File: config.mk
export PLATFORM = sky130hd
export DESIGN_NAME = ray_box_closest_pick
export DESIGN_NICKNAME = d
export VERILOG_FILES = /design/src/rtl/core/rbcp_pkg.sv /design/src/rtl/core/ray_box_closest_pick.sv /design/src/rtl/core/rbcp_div.sv
export SDC_FILE = /design/constraint.sdc
export NUM_CORES = 2
export LEC_CHECK = 0
export BUFFER_PORTS_ARGS = -buffer_cell sky130_fd_sc_hd__buf_2
export CORE_MARGIN = 2
export CORE_UTILIZATION = 55
export DETAILED_ROUTE_END_ITERATION = 12
export PLACE_DENSITY_LB_ADDON = 0.05
export SYNTH_ARGS = -nofsm -noshare
export SYNTH_HDL_FRONTEND = slang
export SYNTH_SLANG_ARGS = --single-unit
File: constraint.sdc
create_clock -name aclk -period 8.4 [get_ports aclk]
set_clock_uncertainty 0.05 [all_clocks]
set_input_delay 1.26 -clock aclk [delete_from_list [all_inputs] [get_ports aclk]]
set_output_delay 1.26 -clock aclk [all_outputs]
set_load 0.02 [all_outputs]
File: src/rtl/core/rbcp_pkg.sv
package rbcp_pkg;

    localparam int Q_W       = 32;   // signed Q16.16 coordinate
    localparam int DIST_W    = 31;   // non-negative distance
    localparam int ID_FIELD_W = 16;  // entity id field on the ports
    localparam int NUM_W     = 48;   // |bound - origin| << 16
    localparam int DEN_W     = 32;   // |direction|
    localparam int DIV_STEPS = NUM_W;
    localparam int CNT_W     = 6;
    localparam int AXES      = 3;
    localparam int AXIS_W    = 2;
    localparam int CFG_IDX_W = 3;

    localparam logic [AXIS_W-1:0] AXIS_LAST = AXIS_W'(AXES - 1);

    localparam logic signed [Q_W-1:0] Q_MAX = 32'sh7FFF_FFFF;
    localparam logic signed [Q_W-1:0] Q_MIN = 32'sh8000_0000;
    localparam logic signed [Q_W-1:0] DIR_Z_RESET = 32'sh0001_0000;
    localparam logic [DIST_W-1:0] DIST_MAX = '1;

    // configuration register indexes
    localparam logic [CFG_IDX_W-1:0] CFG_ORIGIN_X    = 3'd0;
    localparam logic [CFG_IDX_W-1:0] CFG_ORIGIN_Y    = 3'd1;
    localparam logic [CFG_IDX_W-1:0] CFG_ORIGIN_Z    = 3'd2;
    localparam logic [CFG_IDX_W-1:0] CFG_DIRECTION_X = 3'd3;
    localparam logic [CFG_IDX_W-1:0] CFG_DIRECTION_Y = 3'd4;
    localparam logic [CFG_IDX_W-1:0] CFG_DIRECTION_Z = 3'd5;

    typedef enum logic [1:0] {
        ST_IDLE,
        ST_AXIS,
        ST_WAIT,
        ST_FIN
    } state_t;

    typedef struct packed {
        logic             start;
        logic             neg;
        logic [NUM_W-1:0] num_mag;
        logic [DEN_W-1:0] den_mag;
    } div_req_t;

    typedef struct packed {
        logic                  busy;
        logic                  done;
        logic signed [Q_W-1:0] quot;
    } div_resp_t;

endpackage

File: src/rtl/core/ray_box_closest_pick.sv
// Closest-hit ray versus axis-aligned box picker. The ray origin and direction sit in six
// signed Q16.16 registers written through the cfg_* port; the user is to write them only
// while the block is idle, and the block itself does not enforce this. Each input
// transaction carries one box and an entity id; the block runs the slab test on x, y and z,
// dividing (bound - origin) << 16 by the direction on one shared bit-serial divider, and
// returns one result per box: hit flag, entry distance and the closest hit of the current
// pick, with the earlier box winning a tie. An axis whose direction is zero needs no
// division. A non-parallel axis takes one division per slab bound, and the output load and
// the return to idle follow the last axis. s_tready is high only while no box is in work,
// so a new box is accepted only after the result of the box before it is loaded. tlast on
// the input closes the pick: that result carries the final best fields and the pick state
// is cleared.
module ray_box_closest_pick #(
    parameter int ENTITY_ID_BITS = 16
) (
    input  logic                            aclk,
    input  logic                            aresetn,
    // configuration
    input  logic                            cfg_wr_en,
    input  logic [rbcp_pkg::CFG_IDX_W-1:0]  cfg_index,
    input  logic [rbcp_pkg::Q_W-1:0]        cfg_wdata,
    // box input
    input  logic                            s_tvalid,
    output logic                            s_tready,
    // box_min_x, box_min_y, box_min_z, box_max_x, box_max_y, box_max_z, entity_id
    input  logic [207:0]                    s_tdata,
    input  logic                            s_tlast,   // last_box
    // result output
    output logic                            m_tvalid,
    input  logic                            m_tready,
    // entry_distance, best_entity, best_distance, 2 zero bits
    output logic [79:0]                     m_tdata,
    output logic [1:0]                      m_tuser,   // box_hit, best_found
    output logic                            m_tlast    // pick_done
);

    localparam int ID_W = (ENTITY_ID_BITS < rbcp_pkg::ID_FIELD_W) ?
                          ENTITY_ID_BITS : rbcp_pkg::ID_FIELD_W;

    rbcp_pkg::state_t state_reg, state_next;

    logic signed [rbcp_pkg::Q_W-1:0] org_reg [rbcp_pkg::AXES];
    logic signed [rbcp_pkg::Q_W-1:0] dir_reg [rbcp_pkg::AXES];
    logic signed [rbcp_pkg::Q_W-1:0] lo_reg  [rbcp_pkg::AXES];
    logic signed [rbcp_pkg::Q_W-1:0] hi_reg  [rbcp_pkg::AXES];
    logic [ID_W-1:0]                 id_reg;
    logic                            last_reg;

    logic [rbcp_pkg::AXIS_W-1:0]     axis_reg;
    logic                            half_reg;
    logic                            miss_reg;
    logic signed [rbcp_pkg::Q_W-1:0] t0_reg;
    logic signed [rbcp_pkg::Q_W-1:0] enter_reg;
    logic signed [rbcp_pkg::Q_W-1:0] leave_reg;

    logic [rbcp_pkg::DIST_W-1:0]     closest_dist_reg;
    logic [ID_W-1:0]                 closest_id_reg;
    logic                            any_hit_reg;

    logic                            m_valid_reg;
    logic                            out_hit_reg;
    logic [rbcp_pkg::DIST_W-1:0]     out_entry_reg;
    logic                            out_found_reg;
    logic [ID_W-1:0]                 out_id_reg;
    logic [rbcp_pkg::DIST_W-1:0]     out_dist_reg;
    logic                            out_done_reg;

    logic                            accept;
    logic                            out_load;
    logic                            last_axis;
    logic signed [rbcp_pkg::Q_W-1:0] cur_o;
    logic signed [rbcp_pkg::Q_W-1:0] cur_d;
    logic signed [rbcp_pkg::Q_W-1:0] cur_lo;
    logic signed [rbcp_pkg::Q_W-1:0] cur_hi;
    logic signed [rbcp_pkg::Q_W-1:0] bound;
    logic signed [rbcp_pkg::Q_W:0]   diff;
    logic [rbcp_pkg::Q_W:0]          diff_mag;
    logic [rbcp_pkg::Q_W-1:0]        dir_mag;
    logic                            par_miss;
    logic                            dir_zero;
    logic signed [rbcp_pkg::Q_W-1:0] t_near;
    logic signed [rbcp_pkg::Q_W-1:0] t_far;
    logic                            hit;
    logic [rbcp_pkg::DIST_W-1:0]     hit_dist;
    logic                            take_best;

    rbcp_pkg::div_req_t  div_req;
    rbcp_pkg::div_resp_t div_resp;

    rbcp_div u_div (
        .aclk    (aclk),
        .aresetn (aresetn),
        .req     (div_req),
        .resp    (div_resp)
    );

    assign accept    = s_tvalid && s_tready;
    assign s_tready  = (state_reg == rbcp_pkg::ST_IDLE);
    assign last_axis = (axis_reg == rbcp_pkg::AXIS_LAST);
    assign out_load  = (state_reg == rbcp_pkg::ST_FIN) && (!m_valid_reg || m_tready);

    // per-axis operand selection and slab setup
    always_comb begin
        cur_o    = org_reg[axis_reg];
        cur_d    = dir_reg[axis_reg];
        cur_lo   = lo_reg[axis_reg];
        cur_hi   = hi_reg[axis_reg];
        bound    = half_reg ? cur_hi : cur_lo;
        diff     = {bound[rbcp_pkg::Q_W-1], bound} - {cur_o[rbcp_pkg::Q_W-1], cur_o};
        diff_mag = diff[rbcp_pkg::Q_W] ? (-diff) : diff;
        dir_mag  = cur_d[rbcp_pkg::Q_W-1] ? (-cur_d) : cur_d;
        dir_zero = (cur_d == '0);
        par_miss = (cur_o < cur_lo) || (cur_o > cur_hi);
        t_near   = (t0_reg > div_resp.quot) ? div_resp.quot : t0_reg;
        t_far    = (t0_reg > div_resp.quot) ? t0_reg : div_resp.quot;
    end

    // final hit decision and closest-hit compare
    always_comb begin
        hit       = !miss_reg && (enter_reg <= leave_reg);
        hit_dist  = hit ? enter_reg[rbcp_pkg::DIST_W-1:0] : '0;
        take_best = hit && (!any_hit_reg || (hit_dist < closest_dist_reg));
    end

    always_comb begin
        state_next = state_reg;
        case (state_reg)
            rbcp_pkg::ST_IDLE: begin
                if (accept) state_next = rbcp_pkg::ST_AXIS;
            end
            rbcp_pkg::ST_AXIS: begin
                if (!dir_zero) begin
                    state_next = rbcp_pkg::ST_WAIT;
                end else if (last_axis) begin
                    state_next = rbcp_pkg::ST_FIN;
                end
            end
            rbcp_pkg::ST_WAIT: begin
                if (div_resp.done) begin
                    state_next = (half_reg && last_axis) ? rbcp_pkg::ST_FIN : rbcp_pkg::ST_AXIS;
                end
            end
            rbcp_pkg::ST_FIN: begin
                if (out_load) state_next = rbcp_pkg::ST_IDLE;
            end
            default: state_next = rbcp_pkg::ST_IDLE;
        endcase
    end

    always_comb begin
        div_req.start   = 1'b0;
        div_req.neg     = diff[rbcp_pkg::Q_W] ^ cur_d[rbcp_pkg::Q_W-1];
        div_req.num_mag = {diff_mag[rbcp_pkg::Q_W-1:0], 16'h0000};
        div_req.den_mag = dir_mag;
        case (state_reg)
            rbcp_pkg::ST_AXIS: div_req.start = !dir_zero;
            default:           div_req.start = 1'b0;
        endcase
    end

    always_ff @(posedge aclk) begin
        if (!aresetn) begin
            state_reg <= rbcp_pkg::ST_IDLE;
        end else begin
            state_reg <= state_next;
        end
    end

    // configuration registers
    always_ff @(posedge aclk) begin
        if (!aresetn) begin
            org_reg[0] <= '0;
            org_reg[1] <= '0;
            org_reg[2] <= '0;
            dir_reg[0] <= '0;
            dir_reg[1] <= '0;
            dir_reg[2] <= rbcp_pkg::DIR_Z_RESET;
        end else if (cfg_wr_en) begin
            case (cfg_index)
                rbcp_pkg::CFG_ORIGIN_X:    org_reg[0] <= cfg_wdata;
                rbcp_pkg::CFG_ORIGIN_Y:    org_reg[1] <= cfg_wdata;
                rbcp_pkg::CFG_ORIGIN_Z:    org_reg[2] <= cfg_wdata;
                rbcp_pkg::CFG_DIRECTION_X: dir_reg[0] <= cfg_wdata;
                rbcp_pkg::CFG_DIRECTION_Y: dir_reg[1] <= cfg_wdata;
                rbcp_pkg::CFG_DIRECTION_Z: dir_reg[2] <= cfg_wdata;
                default: ;
            endcase
        end
    end

    // box capture and slab accumulation
    always_ff @(posedge aclk) begin
        case (state_reg)
            rbcp_pkg::ST_IDLE: begin
                if (accept) begin
                    lo_reg[0] <= s_tdata[31:0];
                    lo_reg[1] <= s_tdata[63:32];
                    lo_reg[2] <= s_tdata[95:64];
                    hi_reg[0] <= s_tdata[127:96];
                    hi_reg[1] <= s_tdata[159:128];
                    hi_reg[2] <= s_tdata[191:160];
                    id_reg    <= s_tdata[192 +: ID_W];
                    last_reg  <= s_tlast;
                    axis_reg  <= '0;
                    half_reg  <= 1'b0;
                    miss_reg  <= 1'b0;
                    enter_reg <= '0;
                    leave_reg <= rbcp_pkg::Q_MAX;
                end
            end
            rbcp_pkg::ST_AXIS: begin
                // parallel axis: no division, only the inside-slab check
                if (dir_zero) begin
                    miss_reg <= miss_reg || par_miss;
                    if (!last_axis) axis_reg <= axis_reg + 1'b1;
                end
            end
            rbcp_pkg::ST_WAIT: begin
                if (div_resp.done) begin
                    if (!half_reg) begin
                        t0_reg   <= div_resp.quot;
                        half_reg <= 1'b1;
                    end else begin
                        half_reg <= 1'b0;
                        if (t_near > enter_reg) enter_reg <= t_near;
                        if (t_far < leave_reg)  leave_reg <= t_far;
                        if (!last_axis) axis_reg <= axis_reg + 1'b1;
                    end
                end
            end
            default: ;
        endcase
    end

    // pick state and output register
    always_ff @(posedge aclk) begin
        if (!aresetn) begin
            closest_dist_reg <= rbcp_pkg::DIST_MAX;
            closest_id_reg   <= '0;
            any_hit_reg      <= 1'b0;
            m_valid_reg      <= 1'b0;
        end else begin
            if (out_load) begin
                m_valid_reg <= 1'b1;
                if (last_reg) begin
                    closest_dist_reg <= rbcp_pkg::DIST_MAX;
                    closest_id_reg   <= '0;
                    any_hit_reg      <= 1'b0;
                end else if (take_best) begin
                    closest_dist_reg <= hit_dist;
                    closest_id_reg   <= id_reg;
                    any_hit_reg      <= 1'b1;
                end
            end else if (m_tready) begin
                m_valid_reg <= 1'b0;
            end
        end
    end

    always_ff @(posedge aclk) begin
        if (out_load) begin
            out_hit_reg   <= hit;
            out_entry_reg <= hit_dist;
            out_found_reg <= any_hit_reg || take_best;
            out_id_reg    <= take_best ? id_reg : closest_id_reg;
            out_dist_reg  <= take_best ? hit_dist : closest_dist_reg;
            out_done_reg  <= last_reg;
        end
    end

    assign m_tvalid = m_valid_reg;
    assign m_tdata  = {2'b00, out_dist_reg, rbcp_pkg::ID_FIELD_W'(out_id_reg), out_entry_reg};
    assign m_tuser  = {out_found_reg, out_hit_reg};
    assign m_tlast  = out_done_reg;

    a_accept_starts: assert property (@(posedge aclk) disable iff (!aresetn)
        accept |=> (state_reg == rbcp_pkg::ST_AXIS) && (axis_reg == '0) && !half_reg)
        else $error("box accepted without starting at the first axis");

    a_axis_range: assert property (@(posedge aclk) disable iff (!aresetn)
        (state_reg != rbcp_pkg::ST_IDLE) |-> (axis_reg <= rbcp_pkg::AXIS_LAST))
        else $error("axis counter out of range");

    a_hit_found: assert property (@(posedge aclk) disable iff (!aresetn)
        (m_valid_reg && out_hit_reg) |-> out_found_reg)
        else $error("hit reported without a best entry");

    a_no_best: assert property (@(posedge aclk) disable iff (!aresetn)
        (m_valid_reg && !out_found_reg) |->
            (out_dist_reg == rbcp_pkg::DIST_MAX) && (out_id_reg == '0))
        else $error("best fields not at reset values without a hit");

endmodule

File: src/rtl/core/rbcp_div.sv
module rbcp_div (
    input  logic                aclk,
    input  logic                aresetn,
    input  rbcp_pkg::div_req_t  req,
    output rbcp_pkg::div_resp_t resp
);

    logic                           busy_reg;
    logic                           done_reg;
    logic [rbcp_pkg::CNT_W-1:0]     cnt_reg;
    logic [rbcp_pkg::DEN_W-1:0]     rem_reg;
    logic [rbcp_pkg::NUM_W-1:0]     numq_reg;
    logic [rbcp_pkg::DEN_W-1:0]     den_reg;
    logic                           neg_reg;

    logic [rbcp_pkg::DEN_W:0]       shifted;
    logic [rbcp_pkg::DEN_W+1:0]     trial;
    logic                           fits;
    logic [rbcp_pkg::DEN_W-1:0]     rem_next;
    logic [rbcp_pkg::NUM_W-1:0]     numq_next;
    logic                           pos_over;
    logic                           neg_over;
    logic signed [rbcp_pkg::Q_W-1:0] quot_sat;

    // one restoring step per cycle while busy; quotient bits shift in behind the dividend
    always_comb begin
        shifted   = {rem_reg, numq_reg[rbcp_pkg::NUM_W-1]};
        trial     = {1'b0, shifted} - {2'b00, den_reg};
        fits      = !trial[rbcp_pkg::DEN_W+1];
        rem_next  = fits ? trial[rbcp_pkg::DEN_W-1:0] : shifted[rbcp_pkg::DEN_W-1:0];
        numq_next = {numq_reg[rbcp_pkg::NUM_W-2:0], fits};
    end

    // saturate the signed quotient to the Q16.16 range
    always_comb begin
        pos_over = |numq_reg[rbcp_pkg::NUM_W-1:31];
        neg_over = (|numq_reg[rbcp_pkg::NUM_W-1:32]) || (numq_reg[31] && (|numq_reg[30:0]));
        if (!neg_reg) begin
            quot_sat = pos_over ? rbcp_pkg::Q_MAX : $signed({1'b0, numq_reg[30:0]});
        end else begin
            quot_sat = neg_over ? rbcp_pkg::Q_MIN : $signed(-numq_reg[31:0]);
        end
    end

    always_ff @(posedge aclk) begin
        if (!aresetn) begin
            busy_reg <= 1'b0;
            done_reg <= 1'b0;
            cnt_reg  <= '0;
        end else begin
            done_reg <= 1'b0;
            if (req.start) begin
                busy_reg <= 1'b1;
                cnt_reg  <= rbcp_pkg::CNT_W'(rbcp_pkg::DIV_STEPS - 1);
            end else if (busy_reg) begin
                if (cnt_reg == '0) begin
                    busy_reg <= 1'b0;
                    done_reg <= 1'b1;
                end else begin
                    cnt_reg <= cnt_reg - 1'b1;
                end
            end
        end
    end

    always_ff @(posedge aclk) begin
        if (req.start) begin
            rem_reg  <= '0;
            numq_reg <= req.num_mag;
            den_reg  <= req.den_mag;
            neg_reg  <= req.neg;
        end else if (busy_reg) begin
            rem_reg  <= rem_next;
            numq_reg <= numq_next;
        end
    end

    assign resp.busy = busy_reg;
    assign resp.done = done_reg;
    assign resp.quot = quot_sat;

    a_start_idle: assert property (@(posedge aclk) disable iff (!aresetn)
        req.start |-> !busy_reg)
        else $error("divider started while busy");

    a_done_after_busy: assert property (@(posedge aclk) disable iff (!aresetn)
        done_reg |-> $past(busy_reg) && !busy_reg)
        else $error("divider done without a finished run");

endmodule
; Yosys cells after proc, flatten, opt, wreduce, memory -nomap -nowiden
; Memory sizes are Yosys's and may differ from the RTL's. A register that Yosys moved wholly into a read port is not among the register bits.
; Cells that the tools add are included.
[classes]
mux = 95
n_addsub = 7
n_eq_ne = 18
magnitude_cmp = 7
n_reduce_logical = 43
bitwise_logic = 11
[ops]
columns = op, count
row1 = two-way mux 32 bit, 21
row2 = two-way mux 31 bit, 5
row3 = one-hot mux 32 bit (2 select lines), 2
row4 = greater-than comparator 32 bit, 3
row5 = two-way mux 48 bit, 2
row6 = negator 32 bit, 3
row7 = less-than comparator 32 bit, 2
row8 = two-way mux 1 bit, 41
row9 = subtractor 33 x 32 -> 34 bit, 1
row10 = subtractor 32 x 32 -> 33 bit, 1
row11 = <= comparator 32 bit, 1
row12 = zero test 32 bit, 1
row13 = two-way mux 16 bit, 2
row14 = less-than comparator 31 bit, 1
row15 = OR reduction 31 bit, 1
row16 = two-way mux 2 bit, 15
row17 = two-way mux 6 bit, 3
row18 = OR reduction 17 bit, 1
row19 = OR reduction 16 bit, 1
row20 = AND reduction 5 bit, 3
row21 = inequality test 2 bit (second input constant), 6
row22 = nonzero test 2 bit, 5
row23 = AND reduction 3 bit, 3
row24 = one-hot mux 2 bit (4 select lines), 1
row25 = other kinds (25), 56
[totals]
regBits = 370
ramBits = 384
memories = 4
word_cells = 214
out_inout_bits = 85
[memory_table]
columns = name, depth, width, read_ports, rd_ports_with_merged_regs, wr, line
row1 = dir_reg, 3, 32, 1, 1, 3, ray_box_closest_pick.sv:43  ; logic signed [rbcp_pkg::Q_W-1:0] dir_reg [rbcp_pkg::AXES];
row2 = hi_reg, 3, 32, 1, 1, 3, ray_box_closest_pick.sv:45  ; logic signed [rbcp_pkg::Q_W-1:0] hi_reg [rbcp_pkg::AXES];
row3 = lo_reg, 3, 32, 1, 1, 3, ray_box_closest_pick.sv:44  ; logic signed [rbcp_pkg::Q_W-1:0] lo_reg [rbcp_pkg::AXES];
row4 = org_reg, 3, 32, 1, 1, 3, ray_box_closest_pick.sv:42  ; logic signed [rbcp_pkg::Q_W-1:0] org_reg [rbcp_pkg::AXES];

; Logic depth before layout (Yosys ltp)
[depth]
ltp_word = 12
mapped_depth = 38
ltp_nobuf = 34

; Cells and area by module
; A second synthesis with hierarchy kept.
[hier_totals]
cells_unflattened = 3584
hier_area_um2 = 40861.7
[modules_own_cells]
columns = module, area_per_inst_um2, cells_each, n_inst, seq_area_each_um2
row1 = ray_box_closest_pick, 33278.2, 2807, 1, 18537.8
row2 = rbcp_div, 7583.5, 777, 1, 3233.1

; Least setup slack after synthesis
; Ideal clock, no wire load.
[synth_path]
kind = register -> register
startpoint = register u_div.numq_reg[0] (netlist bit)
endpoint = register leave_reg[0] (netlist bit) (enable)
path_buffers = 3
stages_incl_launch_ff = 33
period_less_slack_ns = 8.876
path_slack_ns = -0.476
arrival_ns = 8.385
setup_time_ns = 0.441
required_time_ns = 7.909
cell_sequence = dfxtp_1 inv_1 ha_1 or3b_2 nor3_2 nand4_1 o31a_1 or2_0 clkbuf_1 o311ai_0 inv_1 ha_1 nand4_1 or4_1 nor2_1 nand4_1 a2111o_1 o311a_4 or2_1 buf_6 buf_6 mux2_4 ha_1 a21o_1 a21oi_1 nor2b_1 o21ai_0 nand2b_1 a21oi_1 o211ai_1 and3_1 a211o_1 a31oi_1
[synth_lines]
columns = element, line
row1 = "start, declared", rbcp_div.sv:12  ; logic [rbcp_pkg::NUM_W-1:0] numq_reg;
row2 = "start signal, assigned", rbcp_div.sv:69  ; numq_reg <= req.num_mag;
row3 = "start signal, assigned", rbcp_div.sv:74  ; numq_reg <= numq_next;
row4 = "end signal, assigned", ray_box_closest_pick.sv:208  ; leave_reg <= rbcp_pkg::Q_MAX;
row5 = "end signal, assigned", ray_box_closest_pick.sv:226  ; if (t_far < leave_reg) leave_reg <= t_far;
row6 = "end, declared", ray_box_closest_pick.sv:54  ; logic signed [rbcp_pkg::Q_W-1:0] leave_reg;

==> metrics.cfg <==
[run_status]
status = finished, final reports clean

[timing]
setup_tns_ns = 0
hold_viol = 0
min_period_ns = 7.93
worstMarginPinSlew_ns = 1.15
worst_slack_ns = 0.471
slew_viol_final = 0
holdWs_ns = 0.425
timing.fmax_ghz = 0.126
period_share_pct = 94.4
setup_viol = 0
slew_headroom_pct = 23.6

[placed_design]
gp_congestion = 0.924
port_buffers = 331
place_ws_ns = 0.269
dp.cells = 4888
place_hpwl_um = 75300

[critical_path]
worst_setup_path_start_kind = flip-flop
cp_max_fo = 24
slowest_stage = or4_1
crit_path_end_kind = flip-flop
crit_required_ns = 8.68
cpMostUsedCell = nand4_1
crit_type = flip-flop to flip-flop
max_stage_delay_ns = 0.59
cp.arrival_ns = 8.21

[floorplanning]
die-height_um = 277
rows = 100
core-area_um2 = 74100
die_w_um = 277
dieArea_um2 = 76600
start_util_pct = 55.2
ios = 334

[synth]
syn-cell-area_um2 = 40900
synth.top_cell.area_share_pct = 47.5
yosysSeqAreaShare_pct = 52.8
synthFlopType = edfxtp_1
synth_area_leader_cell = edfxtp_1
synthTopCellsByCount = 647 x edfxtp_1, 293 x ha_1, 279 x nand2_1
synth.distinct_cells = 90
synth_edf_count = 647
ys_ff_latch = 756
async_flop_share_pct = 0
netlist_instances = 3710
synth_top_cells_by_area = edfxtp_1 47%, ha_1 9.0%, dfxtp_1 5.3%
yosysMostFrequentCell = edfxtp_1
ys_warn_count = 0
syn_avg_cell_area_um2 = 11.0

[route]
ant_nets = 0
wl_per_cell_um = 20.3
drc = 0
postRouteWirelength_um = 102000
vias_per_cell = 5.72
drt_first_pass_iters = 5
drt_iter0_markers = 1907
via_count = 28900

[pwr]
p_sw_mw = 8.91
power.internal_mw = 11.8
pwr-share-seq_pct = 27.4
comb_power_share_pct = 53.9
p_per_area_nw_per_um2 = 446
sw_frac_of_total_pct = 43.0
peakVddDrop_mv = 0.253
power_frac_clock_pct = 18.7
leakagePower_nw = 19.5

[grt]
antenna_found_initial = 7
grtUsageTotal_pct = 26.2
grt_pass1_vias = 27600
grt_max_degree = 128
grt_pass1_wl_um = 157000
overflow = 0

[clocking]
root_buffer = clkbuf_16
htree_num_levels = 3
clkSlewWorstSetupHoldPaths_ns = 0.06
cts_sinks = 756
cts_buffers = 83
cts_buffer_depth = 3
clock_latency_ns = 0.65
cts_tree = built
post_cts_buffers = 0

[finish]
final_nets = 4548
stdcell_count = 5043
area_delta_synth_final_pct = 13.7
utilization_pct = 62.8
drive_gt1_share_pct = 15.3

[hold_path]
hold_class = flip-flop to flip-flop

[flow_run]
maxCapViolCount = 0

## critical path, delay by kind of cell (launching register included)
| kind | cells | cell delay, ns |
|---|---|---|
| simple gates | 14 | 3.77 |
| compound gates | 8 | 1.97 |
| fa+ha+maj | 2 | 0.61 |
| buf+inv | 3 | 0.53 |
| flops | 1 | 0.36 |
| mux | 1 | 0.32 |
## through the flow
stage | power, mW | cell area, um2
after floorplan | 13.9 | 40900
after global placement | 16.7 | 43600
after detailed placement | 16.8 | 43600
after CTS | 20.7 | 46500
after global routing | 22.2 | 46500
final | 20.7 | 46500
## layer usage
metal  share of wire (%)  GRT usage [%]  vias to the layer above  wire [um]
met5               0.013              0                        -         13
met3                 4.7           3.75                      152       4820
met1                  43           34.6                    13800      44400
met2                  49           44.8                      699      49700
li1                    -              -                    14200          -
met4                 3.2           8.46                        2       3270
## kinds of logic (layout without fill, tap and decap cells)
family | Yosys count | count (layout) | synth area share [%]
flops | 756 | 756 | 52.8
compound gates | 894 | 894 | 13.5
mux | 232 | 232 | 5.99
simple gates | 1010 | 1010 | 12.3
xor+xnor | 112 | 112 | 2.40
fa+ha+maj | 295 | 295 | 9.06
other cells | 1 | 8 | 0.00916
buf+inv | 410 | 767 | 3.95
## path summary, 6_finish.rpt
check / startpoint / end / slack, ns / cells after the start
setup / recovery: u_div.numq_reg[14] / leave_reg[22] / 0.47 / 28
hold / removal: closest_id_reg[11] / closest_id_reg[11] / 0.42 / 2
setup reg to reg: u_div.numq_reg[14] / leave_reg[22] / 0.47 / 28
hold reg to reg: closest_id_reg[11] / closest_id_reg[11] / 0.42 / 2
## final cells by class
| class | count | area [um2] |
|---|---|---|
| clock inverter | 49 | 698 |
| clock buffer | 100 | 2200 |
| inverter | 246 | 925 |
| tap | 969 | 1210 |
| antenna | 6 | 15.0 |
| multi-input combinational | 2545 | 17800 |
| sequential | 756 | 21600 |
| timing repair buffer | 372 | 2010 |
| fill | 6010 | 27500 |
## layout by cell type (no fill, tap or decap), types with 83 or more instances in the layout
| cell | instances |
|---|---|
| dfxtp_1 | 106 |
| clkbuf_16 | 83 |
| a21oi_1 | 275 |
| nor2_1 | 214 |
| o21ai_0 | 218 |
| inv_1 | 244 |
| mux2i_1 | 180 |
| a21o_1 | 83 |
| buf_2 | 331 |
| ha_1 | 293 |
| nand2_1 | 276 |
| edfxtp_1 | 647 |
| and2_1 | 108 |
## timing repair
item | 4_1_cts | 5_1_grt
endpoints found under the setup margin | 0 | 64
hold buffers | 0 | 0
resized for setup | 0 | 13
## power by group through the flow
stage                     clock network [mW]  registers [mW]  logic, mW
after floorplan                            0            5.68       8.24
after global placement                     0            5.73       10.9
after detailed placement                   0            5.76       11.0
after CTS                               3.94            5.69       11.1
after global routing                    4.06            5.78       12.4
final                                   3.87            5.69       11.2
No activity file was read; power rests on OpenSTA's default activity.
